$ cat src/rtl/upd_pkg.sv
`timescale 1ns / 1ps
// Shared types, character codes and helpers for the URL percent decoder.
// No dependencies; used by every module of the decoder.
package upd_pkg;

    localparam int QUEUE_DEPTH = 4;

    localparam logic [7:0] CHR_CR      = 8'h0D;
    localparam logic [7:0] CHR_PLUS    = 8'h2B;
    localparam logic [7:0] CHR_PERCENT = 8'h25;
    localparam logic [7:0] CHR_SPACE   = 8'h20;
    localparam logic [7:0] CHR_0       = 8'h30;
    localparam logic [7:0] CHR_9       = 8'h39;
    localparam logic [7:0] CHR_UA      = 8'h41;
    localparam logic [7:0] CHR_UF      = 8'h46;
    localparam logic [7:0] CHR_LA      = 8'h61;
    localparam logic [7:0] CHR_LF      = 8'h66;
    localparam logic [7:0] HEX_TEN     = 8'd10;

    typedef enum logic [1:0] {
        PH_IDLE  = 2'd0,
        PH_PCT   = 2'd1,
        PH_DIGIT = 2'd2
    } phase_t;

    // Hex digit lookup result.
    typedef struct packed {
        logic       is_hex;
        logic [3:0] value;
    } hex_t;

    // One queue entry: the results caused by one input transfer.
    typedef struct packed {
        logic [7:0] byte0;
        logic       valid0;
        logic [7:0] byte1;
        logic       two;
        logic       last;
    } entry_t;

    function automatic hex_t hex_digit(input logic [7:0] b);
        hex_t       h;
        logic [7:0] d;
        d = 8'd0;
        h.is_hex = 1'b1;
        if (b >= CHR_0 && b <= CHR_9) begin
            d = b - CHR_0;
        end else if (b >= CHR_UA && b <= CHR_UF) begin
            d = b - CHR_UA + HEX_TEN;
        end else if (b >= CHR_LA && b <= CHR_LF) begin
            d = b - CHR_LA + HEX_TEN;
        end else begin
            h.is_hex = 1'b0;
        end
        h.value = d[3:0];
        return h;
    endfunction

    // A decoded escape value of zero or carriage return is dropped.
    function automatic logic keep_escape(input logic [7:0] v);
        return (v != 8'd0) && (v != CHR_CR);
    endfunction

endpackage

$ cat src/rtl/url_percent_decoder.sv
`timescale 1ns / 1ps
// Top level of the URL percent decoder: front end, entry queue and back end.
// Depends on upd_pkg, upd_front, upd_queue and upd_back.
//
//   channel  direction  signals                                  handshake
//   s_       in         s_in_byte[7:0], s_in_last                s_valid / s_ready
//   m_       out        m_out_byte[7:0], m_out_valid, m_out_last m_valid / m_ready
//
// One input byte is taken per cycle while the queue has room. The transfer edge
// writes the queue entry, and the output register loads it from the queue head
// once that register is empty or its result is taken.
// The back end sends one result per cycle while m_ready is high, so a byte that
// causes two results holds its queue entry until both are loaded; the QUEUE_DEPTH entry queue absorbs this.
// Reset (aresetn low, synchronous) empties the queue and the output register.
// A stall on m_ready fills the queue and then drops s_ready.
module url_percent_decoder #(
    parameter int QUEUE_DEPTH = upd_pkg::QUEUE_DEPTH
) (
    input  logic       aclk,
    input  logic       aresetn,
    input  logic       s_valid,
    output logic       s_ready,
    input  logic [7:0] s_in_byte,
    input  logic       s_in_last,
    output logic       m_valid,
    input  logic       m_ready,
    output logic [7:0] m_out_byte,
    output logic       m_out_valid,
    output logic       m_out_last
);

    upd_pkg::entry_t wr_entry, head;
    logic            push, pop, q_empty, q_full, accept;

    assign s_ready = !q_full;
    assign accept  = s_valid && s_ready;

    upd_front u_front (
        .aclk    (aclk),
        .aresetn (aresetn),
        .accept  (accept),
        .in_byte (s_in_byte),
        .in_last (s_in_last),
        .push    (push),
        .entry   (wr_entry)
    );

    upd_queue #(
        .DEPTH (QUEUE_DEPTH)
    ) u_queue (
        .aclk     (aclk),
        .aresetn  (aresetn),
        .push     (push),
        .wr_entry (wr_entry),
        .pop      (pop),
        .head     (head),
        .empty    (q_empty),
        .full     (q_full)
    );

    upd_back u_back (
        .aclk        (aclk),
        .aresetn     (aresetn),
        .head        (head),
        .empty       (q_empty),
        .pop         (pop),
        .m_valid     (m_valid),
        .m_ready     (m_ready),
        .m_out_byte  (m_out_byte),
        .m_out_valid (m_out_valid),
        .m_out_last  (m_out_last)
    );

`ifndef NO_ASSERTIONS
    a_queue_state: assert property (@(posedge aclk) disable iff (!aresetn)
        !(q_empty && q_full))
        else $error("queue reports empty and full together");

    a_marker_is_last: assert property (@(posedge aclk) disable iff (!aresetn)
        (m_valid && !m_out_valid) |-> m_out_last)
        else $error("end marker result without last flag");

    a_last_queued: assert property (@(posedge aclk) disable iff (!aresetn)
        (s_valid && s_ready && s_in_last) |=> !q_empty)
        else $error("final byte of a string left no queue entry");

    a_no_pop_empty: assert property (@(posedge aclk) disable iff (!aresetn)
        pop |-> !q_empty)
        else $error("back end popped an empty queue");
`endif

endmodule

$ cat src/rtl/upd_front.sv
`timescale 1ns / 1ps
// Front end: tracks escape state and turns each input byte that yields a result or ends the string into a queue entry.
// Depends on upd_pkg.
module upd_front (
    input  logic                aclk,
    input  logic                aresetn,
    input  logic                accept,
    input  logic [7:0]          in_byte,
    input  logic                in_last,
    output logic                push,
    output upd_pkg::entry_t     entry
);

    upd_pkg::phase_t phase_reg, phase_next;
    logic [3:0]      digit_reg, digit_next;

    upd_pkg::hex_t   h;
    logic            ordinary;
    logic            esc_v, ord_v, flush_v;
    logic [7:0]      esc_b, ord_b, flush_b;

    always_ff @(posedge aclk) begin
        if (!aresetn) begin
            phase_reg <= upd_pkg::PH_IDLE;
            digit_reg <= 4'd0;
        end else if (accept) begin
            phase_reg <= phase_next;
            digit_reg <= digit_next;
        end
    end

    always_comb begin
        h          = upd_pkg::hex_digit(in_byte);
        phase_next = upd_pkg::PH_IDLE;
        digit_next = digit_reg;
        ordinary   = 1'b1;
        esc_v      = 1'b0;
        esc_b      = {digit_reg, h.value};
        ord_v      = 1'b0;
        ord_b      = in_byte;
        flush_v    = 1'b0;
        flush_b    = 8'd0;

        unique case (phase_reg)
            upd_pkg::PH_PCT: begin
                if (h.is_hex) begin
                    digit_next = h.value;
                    phase_next = upd_pkg::PH_DIGIT;
                    ordinary   = 1'b0;
                end
            end
            upd_pkg::PH_DIGIT: begin
                if (h.is_hex) begin
                    ordinary = 1'b0;
                end else begin
                    esc_b = {4'd0, digit_reg};
                end
                esc_v = upd_pkg::keep_escape(esc_b);
            end
            default: begin
            end
        endcase

        if (ordinary) begin
            if (in_byte == upd_pkg::CHR_PLUS) begin
                ord_v = 1'b1;
                ord_b = upd_pkg::CHR_SPACE;
            end else if (in_byte == upd_pkg::CHR_PERCENT) begin
                phase_next = upd_pkg::PH_PCT;
                digit_next = 4'd0;
            end else if (in_byte != 8'd0) begin
                ord_v = 1'b1;
            end
        end

        // The end of the string closes a one-digit escape and resets the escape state.
        if (in_last) begin
            if (phase_next == upd_pkg::PH_DIGIT) begin
                flush_b = {4'd0, digit_next};
                flush_v = upd_pkg::keep_escape(flush_b);
            end
            phase_next = upd_pkg::PH_IDLE;
            digit_next = 4'd0;
        end

        entry.last  = in_last;
        entry.two   = (esc_v && (ord_v || flush_v)) || (ord_v && flush_v);
        entry.valid0 = esc_v || ord_v || flush_v;
        if (esc_v) begin
            entry.byte0 = esc_b;
            entry.byte1 = ord_v ? ord_b : flush_b;
        end else if (ord_v) begin
            entry.byte0 = ord_b;
            entry.byte1 = flush_b;
        end else begin
            entry.byte0 = flush_v ? flush_b : 8'd0;
            entry.byte1 = 8'd0;
        end

        push = accept && (entry.valid0 || in_last);
    end

endmodule

$ cat src/rtl/upd_queue.sv
`timescale 1ns / 1ps
// Small register FIFO of decoded entries between the front and back ends.
// Depends on upd_pkg.
module upd_queue #(
    parameter int DEPTH = upd_pkg::QUEUE_DEPTH
) (
    input  logic            aclk,
    input  logic            aresetn,
    input  logic            push,
    input  upd_pkg::entry_t wr_entry,
    input  logic            pop,
    output upd_pkg::entry_t head,
    output logic            empty,
    output logic            full
);

    localparam int AW = (DEPTH > 1) ? $clog2(DEPTH) : 1;
    localparam int CW = $clog2(DEPTH + 1);

    upd_pkg::entry_t mem [DEPTH];
    logic [AW-1:0]   wr_ptr_reg, wr_ptr_next;
    logic [AW-1:0]   rd_ptr_reg, rd_ptr_next;
    logic [CW-1:0]   count_reg, count_next;

    always_ff @(posedge aclk) begin
        if (push) begin
            mem[wr_ptr_reg] <= wr_entry;
        end
    end

    always_ff @(posedge aclk) begin
        if (!aresetn) begin
            wr_ptr_reg <= '0;
            rd_ptr_reg <= '0;
            count_reg  <= '0;
        end else begin
            wr_ptr_reg <= wr_ptr_next;
            rd_ptr_reg <= rd_ptr_next;
            count_reg  <= count_next;
        end
    end

    always_comb begin
        wr_ptr_next = wr_ptr_reg;
        rd_ptr_next = rd_ptr_reg;
        count_next  = count_reg;
        if (push) begin
            wr_ptr_next = (wr_ptr_reg == AW'(DEPTH - 1)) ? '0 : wr_ptr_reg + 1'b1;
        end
        if (pop) begin
            rd_ptr_next = (rd_ptr_reg == AW'(DEPTH - 1)) ? '0 : rd_ptr_reg + 1'b1;
        end
        if (push && !pop) begin
            count_next = count_reg + 1'b1;
        end else if (pop && !push) begin
            count_next = count_reg - 1'b1;
        end
    end

    assign head  = mem[rd_ptr_reg];
    assign empty = (count_reg == '0);
    assign full  = (count_reg == CW'(DEPTH));

endmodule

$ cat src/rtl/upd_back.sv
`timescale 1ns / 1ps
// Back end: expands each queue entry into one or two results in an output register.
// Depends on upd_pkg.
module upd_back (
    input  logic            aclk,
    input  logic            aresetn,
    input  upd_pkg::entry_t head,
    input  logic            empty,
    output logic            pop,
    output logic            m_valid,
    input  logic            m_ready,
    output logic [7:0]      m_out_byte,
    output logic            m_out_valid,
    output logic            m_out_last
);

    logic       valid_reg, valid_next;
    logic       second_reg, second_next;
    logic [7:0] byte_reg, byte_next;
    logic       bvalid_reg, bvalid_next;
    logic       last_reg, last_next;
    logic       load;

    always_ff @(posedge aclk) begin
        if (!aresetn) begin
            valid_reg  <= 1'b0;
            second_reg <= 1'b0;
        end else begin
            valid_reg  <= valid_next;
            second_reg <= second_next;
        end
    end

    always_ff @(posedge aclk) begin
        byte_reg   <= byte_next;
        bvalid_reg <= bvalid_next;
        last_reg   <= last_next;
    end

    always_comb begin
        load        = !empty && (!valid_reg || m_ready);
        valid_next  = load ? 1'b1 : (valid_reg && !m_ready);
        second_next = second_reg;
        byte_next   = byte_reg;
        bvalid_next = bvalid_reg;
        last_next   = last_reg;
        pop         = 1'b0;
        if (load) begin
            if (second_reg) begin
                byte_next   = head.byte1;
                bvalid_next = 1'b1;
                last_next   = head.last;
                second_next = 1'b0;
                pop         = 1'b1;
            end else if (head.two) begin
                // Hold the entry; its second result goes out on the next load.
                byte_next   = head.byte0;
                bvalid_next = 1'b1;
                last_next   = 1'b0;
                second_next = 1'b1;
            end else begin
                byte_next   = head.byte0;
                bvalid_next = head.valid0;
                last_next   = head.last;
                pop         = 1'b1;
            end
        end
    end

    assign m_valid     = valid_reg;
    assign m_out_byte  = byte_reg;
    assign m_out_valid = bvalid_reg;
    assign m_out_last  = last_reg;

endmodule
$ cat config.mk
export PLATFORM = sky130hd
export DESIGN_NAME = url_percent_decoder
export DESIGN_NICKNAME = d
export VERILOG_FILES = /design/src/rtl/upd_pkg.sv /design/src/rtl/url_percent_decoder.sv /design/src/rtl/upd_front.sv /design/src/rtl/upd_queue.sv /design/src/rtl/upd_back.sv
export SDC_FILE = /design/constraint.sdc
export NUM_CORES = 1
export LEC_CHECK = 0
export ABC_AREA = 0
export ABC_CLOCK_PERIOD_IN_PS = 4000
export BUFFER_PORTS_ARGS = -buffer_cell sky130_fd_sc_hd__buf_4
export CAP_MARGIN = 20
export CORE_ASPECT_RATIO = 0.9
export CORE_MARGIN = 3
export CORE_UTILIZATION = 57
export CTS_BUF_LIST = sky130_fd_sc_hd__clkbuf_2
export CTS_CLUSTER_DIAMETER = 40
export DETAILED_ROUTE_END_ITERATION = 8
export GPL_ROUTABILITY_DRIVEN = 0
export HOLD_SLACK_MARGIN = 0.08
export PLACE_DENSITY = 0.78
export SETUP_SLACK_MARGIN = 0.02
export SLEW_MARGIN = 20
export SYNTH_ARGS = -nofsm -noshare
export SYNTH_HDL_FRONTEND = slang
export SYNTH_SLANG_ARGS = --single-unit
$ cat constraint.sdc
create_clock -name aclk -period 4 [get_ports aclk]
set_clock_uncertainty 0.2 [all_clocks]
set_input_delay 0.8 -clock aclk [delete_from_list [all_inputs] [get_ports aclk]]
set_output_delay 0.8 -clock aclk [all_outputs]
set_load 0.005 [all_outputs]
==> flow_summary.toml <==
[synth]
seq_area_frac_synth = 0.590
ys_ff_latch = 103
synth-edff-count = 86
syn_area_um2 = 4950
synth_compound_area_frac = 0.108
synth_mux_area_frac = 0.127
synth.net_count = 383
synth_ff_type = "edfxtp_1"
yosys.area_share.simple = 0.110
synth_top_family_by_area = "multiplexers"
yosys_warnings = 0
synthDistinctLibCells = 61
synth-async-reset-ratio = 0
avgSynthCellArea_um2 = 13.9
synth-xor-area-share = 0.00354
yosys.area_share.adder = 0.0343
syn_inst = 357

[sta]
relSlewSlack = 0.604
min_period_over_period = 0.856
finalHoldViolCount = 0
worst_pin_slew_ns = 0.589
finalSetupViolCount = 0
hold-worst-slack_ns = 0.268
fin_setup_tns_ns = 0
slew_violations = 0
fmax_mhz = 292
grt_setup_unrepaired = "false"
fin_crit_ns = 3.43

[power_and_ir_drop]
p_per_area_nw_per_um2 = 491
netSwitchingPower_uw = 819
p_sw_frac = 0.302
clock_power_share = 0.181
p_total_uw = 2720
power_frac_seq = 0.528
pwr-share-comb = 0.291
vdd_drop_max_v = 0.000279
internal_power_uw = 1900
p_leak_uw = 0.00189

[layout]
layout_common_cells = "86 x edfxtp_1, 44 x buf_4, 23 x nand2_1"
largest_reg_flops = 76
area_growth_pct = 11.6
final_cell_area_um2 = 5530
n_antenna_cell = 0
final_common_cell = "edfxtp_1"
fin_nets = 421
drive_above_1_share = 0.278
fill_cells = 606

[flow_run]
maxCapViolations = 0

[cts]
cts_tree = "yes"
path_clk_slew_ns = 0.30
clock_path_buffers = 2
cts_buffers = 9
clock_sinks = 103
root_buffer = "clkbuf_2"
worstSkewPairLatency_ns = 0.56
cts_resized = 0
htreeDepth = 3
postCtsHoldBufs = 0
postCtsSetupBuffers = 0

[floorplan]
initial_core_util = 0.600
num_rows = 31
io_pins = 25
core_area_um2 = 8260
dieWidth_um = 104
die_y_um = 94.5
dieArea_um2 = 9850

[run_status]
run_status = "complete, no violations"

[route]
num_vias = 3135
drtAntennaViolNets = 0
drtIter0Drc = 162
drc = 0
routedWlPerCell_um = 18.7
drtPass1Iterations = 5
vias_per_cell = 6.09
drt-total-wl_um = 9630

[placed_design]
place_area_um2 = 5400
port_buffers = 24
dpl.hpwl_um = 6720

[setup_path]
rrSetupSlack_ns = 1.06
cp_max_fo = 7
critPathMaxStageDelay_ns = 0.41
cp.buffers_inverters = 3
startpoint_type = "input pin"
end_kind = "register"
arrival_ns = 3.75
path_cells = "buf_4, inv_1, ha_1, or3b_4, o311a_4, mux2i_1, o22a_1, o41a_1, o31a_1, ha_2, inv_2, fa_2, xor2_1, or3_1, a21boi_1"
path_class = "in -> reg"
crit_required_ns = 4.32
worst_path_max_delay_cell = "or3b_4"
r2r-end = "u_queue.count_reg[2]"
r2r_cells = 11
cp_top_family = "compound AO/OA/AOI/OAI gates"
r2r-start = "u_front.digit_reg[0]"

[grt]
gr-total-overflow = 0
grt_pass1_wl_um = 16100
grt_util_all_layers = 0.211
grt_pass1_vias = 3138
antenna_found_initial = 0
grt_max_degree = 30

[worst_hold_path]
holdCritPathClass = "in -> reg"
min_to = "u_back.m_valid"
hold_depth = 4
hold_start = "m_ready"
worst max-delay path by stage:
stage | startpoint | to | slack, ns | cells past startpoint
after floorplan | s_in_byte[0] | u_queue.count_reg[2] | 0.02 | 16
after global placement | s_in_byte[1] | u_queue.count_reg[2] | 0.06 | 15
after detailed placement | s_in_byte[1] | u_queue.count_reg[2] | -0.02 | 15
after CTS | s_in_byte[1] | u_queue.count_reg[2] | 0.60 | 15
after global routing | s_in_byte[1] | u_queue.count_reg[2] | 0.49 | 15
final | s_in_byte[1] | u_queue.count_reg[2] | 0.57 | 15
synth_stat cells (all sizes together), types with 7 or more instances:
| cell | instances | area (µm²) |
|---|---|---|
| nand2 | 23 | 86.3 |
| nand3 | 10 | 50.1 |
| and2 | 9 | 56.3 |
| mux2i | 10 | 100 |
| mux2 | 9 | 101 |
| inv | 16 | 60.1 |
| a21oi | 9 | 48.8 |
| nor2 | 19 | 71.3 |
| nor2b | 14 | 87.6 |
| o21ai | 10 | 50.0 |
| mux4 | 19 | 428 |
| edfxtp | 86 | 2580 |
| dfxtp | 17 | 340 |
| ha | 12 | 150 |
| clkbuf | 7 | 26.3 |
| buf | 10 | 48.8 |
power by group through the flow:
stage                     clock (µW)  combinational (µW)  sequential [µW]
after global placement             0                 777             1450
after global routing             552                 865             1450
after floorplan                    0                 559             1440
final                            492                 792             1430
after CTS                        504                 809             1440
after detailed placement           0                 806             1460
routing by layer:
| metal | up-vias | global-route usage | wire length (µm) |
|---|---|---|---|
| li1 | 1462 | - | - |
| met1 | 1529 | 0.275 | 4200 |
| met2 | 121 | 0.352 | 4620 |
| met3 | 23 | 0.0485 | 587 |
| met4 | 0 | 0.0775 | 216 |
| met5 | - | 0 | 0 |
area by class of cell:
| cell class | instances | area [µm²] | share of cell area |
|---|---|---|---|
| Timing Repair Buffer | 44 | 330 | 0.0598 |
| Inverter | 16 | 60.1 | 0.0109 |
| Sequential cell | 103 | 2920 | 0.529 |
| Clock inverter | 7 | 81.3 | 0.0147 |
| Tap cell | 115 | 144 | 0.0260 |
| Multi-Input combinational cell | 221 | 1940 | 0.352 |
| Clock buffer | 9 | 45.0 | 0.00815 |
tightest hold or removal path: cells and delay by family:
kind | cells | cell delay, ns
buffers and inverters | 2 | 0.11
AOI/OAI and AO/OA | 1 | 0.06
and+or+nand+nor | 1 | 0.05
metrics by stage:
| stage | setup WS (ns) | utilization | std cells |
|---|---|---|---|
| 6_report | 0.574 | 0.669 | 515 |
| 5_1_grt | 0.487 | 0.669 | 515 |
| 4_1_cts | 0.596 | 0.669 | 515 |
| 3_5_place_dp | -0.0217 | 0.654 | 499 |
| 3_3_place_gp | 0.0584 | 0.654 | 499 |
| 2_1_floorplan | 0.0205 | - | 357 |
kinds of logic after synthesis:
| logic type | after synthesis |
|---|---|
| flip-flops | 103 |
| AND/OR/NAND/NOR | 101 |
| AO/OA/AOI/OAI | 67 |
| multiplexers | 38 |
| buffers and inverters | 33 |
| adder cells (fa/ha/maj) | 13 |
| XOR/XNOR | 2 |
Note: power is estimated with default switching activity, not from simulation.
